File: src/rtl/core/gpm_pkg.sv
package gpm_pkg;

  // pattern rom geometry
  localparam int RomLen  = 16;
  localparam int RomSize = 32;
  localparam int PosW    = 5;

  // number tracking modes
  typedef enum logic [1:0] {
    NumNone  = 2'd0,
    NumOct   = 2'd1,
    NumXSeen = 2'd2,
    NumHex   = 2'd3
  } num_mode_e;

  typedef logic [RomLen*8-1:0] pat_str_t;

  typedef struct packed {
    logic [PosW-1:0] pos;
    logic            alive;
    logic [1:0]      phase;
    num_mode_e       mode;
    logic [7:0]      cands;
  } cell_st_t;

  // pattern rom, right-aligned literals
  function automatic pat_str_t pat_str(input int idx);
    pat_str_t s;
    unique case (idx)
      0:  s = "pop %R";
      1:  s = "popa";
      2:  s = "push %R";
      3:  s = "pusha";
      4:  s = "add %R,[%X]";
      5:  s = "add %R,[%R+%X]";
      6:  s = "add %R,[%R-%X]";
      7:  s = "add %R,[%R]";
      8:  s = "add %R,%X";
      9:  s = "add %R,%R";
      10: s = "add [%R],%R";
      11: s = "add [%R+%X],%R";
      12: s = "add [%R-%X],%R";
      13: s = "int %X";
      14: s = "call %R";
      15: s = "call [%R]";
      16: s = "jmp [%R]";
      17: s = "jmp %R";
      18: s = "mov %R,%R";
      19: s = "mov [%R+%X],%R";
      20: s = "mov [%R-%X],%R";
      21: s = "mov [%R],%R";
      22: s = "mov %R,[%R]";
      23: s = "mov %R,[%R+%X]";
      24: s = "mov %R,[%R-%X]";
      25: s = "add [%R],%b";
      26: s = "add [%R+%X],%b";
      27: s = "add [%R-%X],%b";
      28: s = "xchg %R,%R";
      29: s = "leave";
      30: s = "ret";
      31: s = "retn %X";
      default: s = '0;
    endcase
    return s;
  endfunction

  // count of nonzero bytes in a right-aligned literal
  function automatic int pat_len(input pat_str_t s);
    int n;
    n = 0;
    for (int b = 0; b < RomLen; b++) begin
      if (s[b*8 +: 8] != 8'h00) n = b + 1;
    end
    return n;
  endfunction

  // register name tables
  function automatic logic [7:0] reg32_char(input int k, input logic [1:0] ph);
    logic [23:0] nm;
    unique case (k)
      0: nm = "eax";
      1: nm = "ebx";
      2: nm = "ecx";
      3: nm = "edx";
      4: nm = "esp";
      5: nm = "ebp";
      6: nm = "esi";
      default: nm = "edi";
    endcase
    unique case (ph)
      2'd0:    return nm[23:16];
      2'd1:    return nm[15:8];
      default: return nm[7:0];
    endcase
  endfunction

  function automatic logic [7:0] reg8_char(input int k, input logic ph);
    logic [15:0] nm;
    unique case (k)
      0: nm = "al";
      1: nm = "bl";
      2: nm = "cl";
      default: nm = "dl";
    endcase
    return ph ? nm[7:0] : nm[15:8];
  endfunction

  function automatic logic is_hex(input logic [7:0] c);
    return (c >= "0" && c <= "9") || (c >= "a" && c <= "f") || (c >= "A" && c <= "F");
  endfunction

  function automatic cell_st_t cell_clear();
    cell_st_t s;
    s.pos   = '0;
    s.alive = 1'b1;
    s.phase = 2'd0;
    s.mode  = NumNone;
    s.cands = 8'h00;
    return s;
  endfunction

endpackage

File: src/rtl/core/gpm_cell.sv
module gpm_cell import gpm_pkg::*; #(
  parameter int Idx = 0
) (
  input  logic       clk_i,
  input  logic       rst_ni,
  input  logic       step_i,
  input  logic [7:0] char_code_i,
  input  logic       end_i,
  input  logic       any_i,
  output logic       any_o
);

  localparam pat_str_t Pat = pat_str(Idx);
  localparam int       Len = pat_len(Pat);

  cell_st_t st_q, st_d;

  // pattern character at a position, zero past the end
  function automatic logic [7:0] pat_at(input logic [PosW:0] pos);
    logic [7:0] ch;
    ch = 8'h00;
    for (int p = 0; p < Len; p++) begin
      if (pos == (PosW+1)'(p)) ch = Pat[(Len-1-p)*8 +: 8];
    end
    return ch;
  endfunction

  // one character outside a number
  function automatic cell_st_t plain(input cell_st_t si, input logic [7:0] c);
    cell_st_t   s;
    logic [7:0] p;
    logic [7:0] p2;
    logic [7:0] m;
    logic       is_r;
    s    = si;
    p    = pat_at({1'b0, s.pos});
    p2   = pat_at({1'b0, s.pos} + 1'b1);
    is_r = (p2 == "R");
    m    = 8'h00;
    if (p == 8'h00) begin
      s.alive = 1'b0;
    end else if (p != "%") begin
      if (p == c) s.pos = s.pos + 1'b1;
      else s.alive = 1'b0;
    end else if (p2 == "X") begin
      if (c == "0") begin
        s.mode  = NumOct;
        s.phase = 2'd0;
      end else begin
        s.alive = 1'b0;
      end
    end else if (is_r || p2 == "b") begin
      if (s.phase == 2'd0) m = is_r ? 8'hff : 8'h0f;
      else m = s.cands;
      for (int k = 0; k < 8; k++) begin
        if (is_r) begin
          if (reg32_char(k, s.phase) != c) m[k] = 1'b0;
        end else if (k < 4) begin
          if (reg8_char(k, s.phase[0]) != c) m[k] = 1'b0;
        end
      end
      s.cands = m;
      if (m == 8'h00) begin
        s.alive = 1'b0;
      end else if (s.phase == (is_r ? 2'd2 : 2'd1)) begin
        s.phase = 2'd0;
        s.pos   = s.pos + PosW'(2);
      end else begin
        s.phase = s.phase + 1'b1;
      end
    end else begin
      s.alive = 1'b0;
    end
    return s;
  endfunction

  // end of a number, with a pending x fed as a plain character
  function automatic cell_st_t close_num(input cell_st_t si);
    cell_st_t   s;
    logic [7:0] pend;
    s       = si;
    pend    = (si.phase != 2'd0) ? "X" : "x";
    s.mode  = NumNone;
    s.phase = 2'd0;
    s.pos   = s.pos + PosW'(2);
    if (si.mode == NumXSeen) s = plain(s, pend);
    return s;
  endfunction

  function automatic cell_st_t feed(input cell_st_t si, input logic [7:0] c);
    cell_st_t s;
    logic     took;
    s    = si;
    took = 1'b0;
    if (si.mode == NumOct) begin
      if (c >= "0" && c <= "7") begin
        s.phase = 2'd1;
        took    = 1'b1;
      end else if (si.phase == 2'd0 && (c == "x" || c == "X")) begin
        s.mode  = NumXSeen;
        s.phase = (c == "X") ? 2'd1 : 2'd0;
        took    = 1'b1;
      end
    end else if (si.mode != NumNone) begin
      if (is_hex(c)) begin
        s.mode  = NumHex;
        s.phase = 2'd0;
        took    = 1'b1;
      end
    end
    if (!took) begin
      if (si.mode != NumNone) s = close_num(s);
      if (s.alive) s = plain(s, c);
    end
    return s;
  endfunction

  cell_st_t fed;
  cell_st_t fin;
  logic     hit;

  // per-character update and end-of-string check
  always_comb begin
    fed = st_q;
    if (st_q.alive && char_code_i != 8'h00) fed = feed(st_q, char_code_i);
    fin = fed;
    if (fed.alive && fed.mode != NumNone) fin = close_num(fed);
    hit = fin.alive && fin.mode == NumNone && fin.phase == 2'd0
          && pat_at({1'b0, fin.pos}) == 8'h00;
    st_d = st_q;
    if (step_i) st_d = end_i ? cell_clear() : fed;
  end

  // match bit rides down the chain
  assign any_o = any_i | hit;

  always_ff @(posedge clk_i or negedge rst_ni) begin
    if (!rst_ni) begin
      st_q <= cell_clear();
    end else begin
      st_q <= st_d;
    end
  end

endmodule

File: src/rtl/core/gadget_pattern_matcher_unit.sv
// gadget pattern matcher
// input channel: one word per character, char_code_i with last_char_i.
// a string ends on a word with last_char_i set or on a zero byte; the zero
// byte itself is not part of the string.
// output channel: one word per string, matched_o is 1 when the whole string
// matched at least one pattern of the rom.
// every pattern has its own cell; all cells step on the same character, so
// one character is taken every cycle unless in_stall_o is high. the result
// is registered in the cycle after the ending word is accepted.
// in_stall_o is raised only while a result is held and out_stall_i is high;
// a waiting result does not block characters that end no string.
// at reset all cells are cleared and no result is pending.
module gadget_pattern_matcher_unit import gpm_pkg::*; (
  input  logic       clk_i,
  input  logic       rst_ni,
  input  logic       in_valid_i,
  output logic       in_stall_o,
  input  logic [7:0] char_code_i,
  input  logic       last_char_i,
  output logic       out_valid_o,
  input  logic       out_stall_i,
  output logic       matched_o
);

  logic             accept;
  logic             str_end;
  logic [RomSize:0] chain;
  logic             out_valid_q, out_valid_d;
  logic             matched_q, matched_d;
  logic             out_free;

  assign out_free   = !out_valid_q || !out_stall_i;
  assign str_end    = last_char_i || (char_code_i == 8'h00);
  assign in_stall_o = !out_free && str_end;
  assign accept     = in_valid_i && !in_stall_o;

  // row of pattern cells
  assign chain[0] = 1'b0;
  for (genvar g = 0; g < RomSize; g++) begin : g_cell
    gpm_cell #(.Idx(g)) u_cell (
      .clk_i       (clk_i),
      .rst_ni      (rst_ni),
      .step_i      (accept),
      .char_code_i (char_code_i),
      .end_i       (str_end),
      .any_i       (chain[g]),
      .any_o       (chain[g+1])
    );
  end

  // output register
  always_comb begin
    out_valid_d = out_valid_q;
    matched_d   = matched_q;
    if (out_free) begin
      out_valid_d = accept && str_end;
      matched_d   = chain[RomSize];
    end
  end

  always_ff @(posedge clk_i or negedge rst_ni) begin
    if (!rst_ni) begin
      out_valid_q <= 1'b0;
      matched_q   <= 1'b0;
    end else begin
      out_valid_q <= out_valid_d;
      matched_q   <= matched_d;
    end
  end

  assign out_valid_o = out_valid_q;
  assign matched_o   = matched_q;

endmodule
File: config.mk
export PLATFORM = sky130hd
export DESIGN_NAME = gadget_pattern_matcher_unit
export DESIGN_NICKNAME = d
export VERILOG_FILES = /design/src/rtl/core/gpm_pkg.sv /design/src/rtl/core/gpm_cell.sv /design/src/rtl/core/gadget_pattern_matcher_unit.sv
export SDC_FILE = /design/constraint.sdc
export NUM_CORES = 2
export LEC_CHECK = 0
export BUFFER_PORTS_ARGS = -buffer_cell sky130_fd_sc_hd__buf_2
export CORE_MARGIN = 2
export CORE_UTILIZATION = 30
export CTS_BUF_LIST = sky130_fd_sc_hd__clkbuf_4 sky130_fd_sc_hd__clkbuf_8
export CTS_CLUSTER_DIAMETER = 150
export DETAILED_ROUTE_END_ITERATION = 8
export PLACE_DENSITY = 0.51
export RECOVER_POWER = 100
export SETUP_SLACK_MARGIN = 0.3
export SLEW_MARGIN = 25
export SYNTH_ARGS = -nofsm -noshare
export SYNTH_HDL_FRONTEND = slang
export SYNTH_SLANG_ARGS = --single-unit
File: constraint.sdc
create_clock -name clk_i -period 7.9 [get_ports clk_i]
set_input_delay 0.395 -clock clk_i [delete_from_list [all_inputs] [get_ports clk_i]]
set_output_delay 0.395 -clock clk_i [all_outputs]
set_load 0.05 [all_outputs]
==> results.sh <==
export IMPL_critical_path_class="in2reg"
export IMPL_cts_max_level=3
export IMPL_area_growth_pct=20.18
export IMPL_initial_core_util=0.3014
export IMPL_power_w=0.01743
export IMPL_async_flop_share=1.000
export IMPL_nNetsFinal=13710
export IMPL_worst_setup_path_start_kind="input port"
export IMPL_path_cells="buf_4 > buf_4 > buf_4 > clkbuf_1 > nor2_1 > and3_2 > buf_4 > buf_4 > nor2_1 > o21ai_0 > clkbuf_1 > nor2_1 > o21ai_0 > a22o_1"
export IMPL_stdcell_area_um2=104400
export IMPL_crit_family="compound AO/OA/AOI/OAI gates"
export IMPL_cap_violations=8
export IMPL_core_um2=288100
export IMPL_crit_buf_inv=7
export IMPL_final_util=0.3623
export IMPL_fin_crit_ns=7.895
export IMPL_grt_use_total=0.2708
export IMPL_synth_area_per_cell_um2=6.928
export IMPL_clk_transition_reported_paths_ns=0.07
export IMPL_crit_start="char_code_i[7]"
export IMPL_drive_above_1_share=0.1836
export IMPL_ys_warn_count=0
export IMPL_drc=0
export IMPL_syn_nets=13030
export IMPL_grt_pass1_vias=96280
export IMPL_ys_top_cells_by_area="dfrtp_1 (14%), ha_1 (6.9%), o21ai_0 (6.0%)"
export IMPL_hpwlAfterDp_mm=309.5
export IMPL_status="finished with violations"
export IMPL_grt_overflow=0
export IMPL_ys_ff_latch=530
export IMPL_numPortBuffers=15
export IMPL_finalSetupViolations=0
export IMPL_slowest_stage="o21ai_0"
export IMPL_worstPathMaxFanout=21
export IMPL_wl_mm=419.1
export IMPL_place_area_um2=99150
export IMPL_vias=104500
export IMPL_crit_path_max_incr_delay_ns=3.13
export IMPL_synthFlopType="dfrtp_1"
export IMPL_gp_routability_congestion=0.9996
export IMPL_failed_checks="capacitance limit, slew limit"
export IMPL_seq_area_frac_synth=0.1532
export IMPL_finalCritPeriodShare=0.9993
export IMPL_cp_end_kind="register"
export IMPL_ant_nets=0
export IMPL_hold_start="in_valid_i"
export IMPL_rsz0062_at_grt="yes"
export IMPL_place_ws_ns=-1.221
export IMPL_root_buffer="clkbuf_8"
export IMPL_fp_dieH_um=542.1
export IMPL_hold_path_class="in2reg"
export IMPL_clock_fmax_mhz=126.7
export IMPL_cts_tree="yes"
export IMPL_rows=197
export IMPL_r2r_start="g_cell[11].u_cell.st_q[14]$_DFFE_PN0P_"
export IMPL_relSlewSlack=-2.500
export IMPL_drt_initial_drc_count=11660
export IMPL_cts_buffers=115
export IMPL_ir_drop_mv=0.1422
export IMPL_grt_max_degree=140
export IMPL_avgViaCountPerCell=6.107
export IMPL_synth_area_um2=86860
export IMPL_synth_edff_count=0
export IMPL_report_final_slew_viol_count=368
export IMPL_grt_first_pass_wirelength_mm=619.7
export IMPL_n_fill_cell=30690
export IMPL_clock_latency_ns=0.97
export IMPL_post_synth_top_area_cell="dfrtp_1"
export IMPL_layout_setup_ws_ns=0.005282
export IMPL_cts_sinks=530
export IMPL_syn_inst=12540
export IMPL_die_area_um2=293800
export IMPL_wl_per_cell_um=24.49
export IMPL_crit_required_ns=8.79
export IMPL_ios=16
export IMPL_hold_viol_final=0
export IMPL_cpMostUsedCell="buf_4"
export IMPL_dieWidth_um=542.1
export IMPL_skew_ns=0.06679
export IMPL_synth_top_area_frac=0.1435
export IMPL_first_pass_iters=7
export IMPL_critPathArrivalTime_ns=8.79
export IMPL_final_setup_tns_ns=0
export IMPL_power_density_nw_per_um2=167.0
export IMPL_antenna_found_initial=41
export IMPL_tightest_slew_ns=5.249
export IMPL_clockBufferDepth=3
export IMPL_synth_cell_types=139
export IMPL_p_leak_nw=41.52
## synthesized netlist by cell type, types with 62 or more instances
master / n
a22oi_1: 67
or3_1: 158
buf_1: 85
inv_1: 485
a2111oi_0: 66
mux2_2: 62
clkbuf_1: 710
a21boi_0: 74
or2_2: 110
o21a_1: 106
a211oi_1: 165
nor3b_1: 77
nor2_1: 1154
a31oi_1: 220
o211ai_1: 186
a22o_1: 143
nor4_1: 182
or4_1: 68
o31ai_1: 110
nand2_1: 1358
ha_1: 478
o2111ai_1: 99
xnor2_1: 400
nand2b_1: 140
and2_1: 124
a21o_1: 93
nor2b_1: 149
buf_2: 70
o21ai_0: 1046
o22ai_1: 170
dfrtp_1: 498
a21oi_1: 774
and3_1: 135
nor3_1: 449
mux2i_1: 211
nand4_1: 186
xor2_1: 147
nand3_1: 449
## metrics by stage
stage / hold slack, ns / cells
after floorplan: 0.09941 / 12540
after global routing: 0.08170 / 17100
final: 0.08753 / 17110
after global placement: 0.4570 / 16800
after CTS: 0.03177 / 17040
after detailed placement: 0.4555 / 16800
## timing repair
action / 4_1_cts / 5_1_grt
endpoints found under the hold margin: 76 / 0
cloned: 0 / 0
pin swaps: 33 / 116
hold buffers: 3 / 0
endpoints found under the setup margin: 1 / 1
gates resized for setup: 103 / 345
setup buffers: 23 / 51
## registers in the layout, summed over array words and instances (netlist names)
| name | count |
|---|---|
| g_cell.u_cell.st_q | 528 |
| matched_o | 1 |
| out_valid_o | 1 |
## final timing paths
kind,endpoint,depth (start not counted),slack (ns)
min in group asynchronous,g_cell[11].u_cell.st_q[11]$_DFFE_PN0P_,2,1.89
max in group asynchronous,g_cell[10].u_cell.st_q[13]$_DFFE_PN0P_,3,1.34
hold reg to reg,g_cell[25].u_cell.st_q[1]$_DFFE_PN0P_,2,0.48
hold / removal,g_cell[21].u_cell.st_q[8]$_DFFE_PN0P_,4,0.09
setup reg to reg,matched_o$_DFFE_PN0P_,36,0.35
setup / recovery,g_cell[28].u_cell.st_q[2]$_DFFE_PN0P_,14,0.005
## placed cells by master (no fill, tap or decap), types with 141 or more instances in the layout
master    Yosys  final
o211ai_1    186    186
xor2_1      147    141
a21oi_1     774    756
a22o_1      143    142
nand3_1     449    443
o22ai_1     170    169
ha_1        478    425
inv_1       485    468
nand2_1    1358   1345
nand4_1     186    186
or3_1       158    152
a31oi_1     220    212
mux2i_1     211    207
nor4_1      182    166
nor2_1     1154   1129
o21ai_0    1046   1024
nor3_1      449    429
a211oi_1    165    150
buf_4         4   1375
dfrtp_1     498    478
xnor2_1     400    378
clkbuf_8      0    155
## worst reg2reg max path: cells and delay by family (launching register included)
kind	cells	cell delay, ns
xor+xnor	1	0.14
buf+inv	10	1.39
simple gates	13	3.08
compound gates	10	1.92
fa+ha+maj	2	0.44
flops	1	0.45
## where the power goes
part / internal, W / switching [W]
Combinational: 0.00417 / 0.00638
Sequential: 0.00288 / 0.000287
Clock: 0.00208 / 0.00164
## kinds of logic after synthesis
family	after synthesis	synth area share
simple gates	5047	0.2906
compound gates	4258	0.3336
buf+inv	1382	0.06128
xor+xnor	564	0.05949
flops	530	0.1532
fa+ha+maj	480	0.06909
mux	276	0.03283
## metal layers
metal | track usage | share of wire | up-vias
li1 | - | - | 48430
met1 | 0.3618 | 0.43 | 50390
met2 | 0.4121 | 0.43 | 4682
met3 | 0.05937 | 0.093 | 972
met4 | 0.1257 | 0.052 | 26
met5 | 0 | 0.00038 | -
## area by class of cell
class                      instances  area (um2)  share of cell area
antenna                           18       45.04           0.0004315
clock buffer                     170        2227             0.02134
clock inverter                    43       479.2            0.004591
inverter                         507        1922             0.01841
multi-input combinational      10630       70540              0.6758
sequential                       530       13330              0.1277
tap                             3781        4731             0.04532
timing repair buffer            1438       11110              0.1064
(Power assumes the default switching activity.)
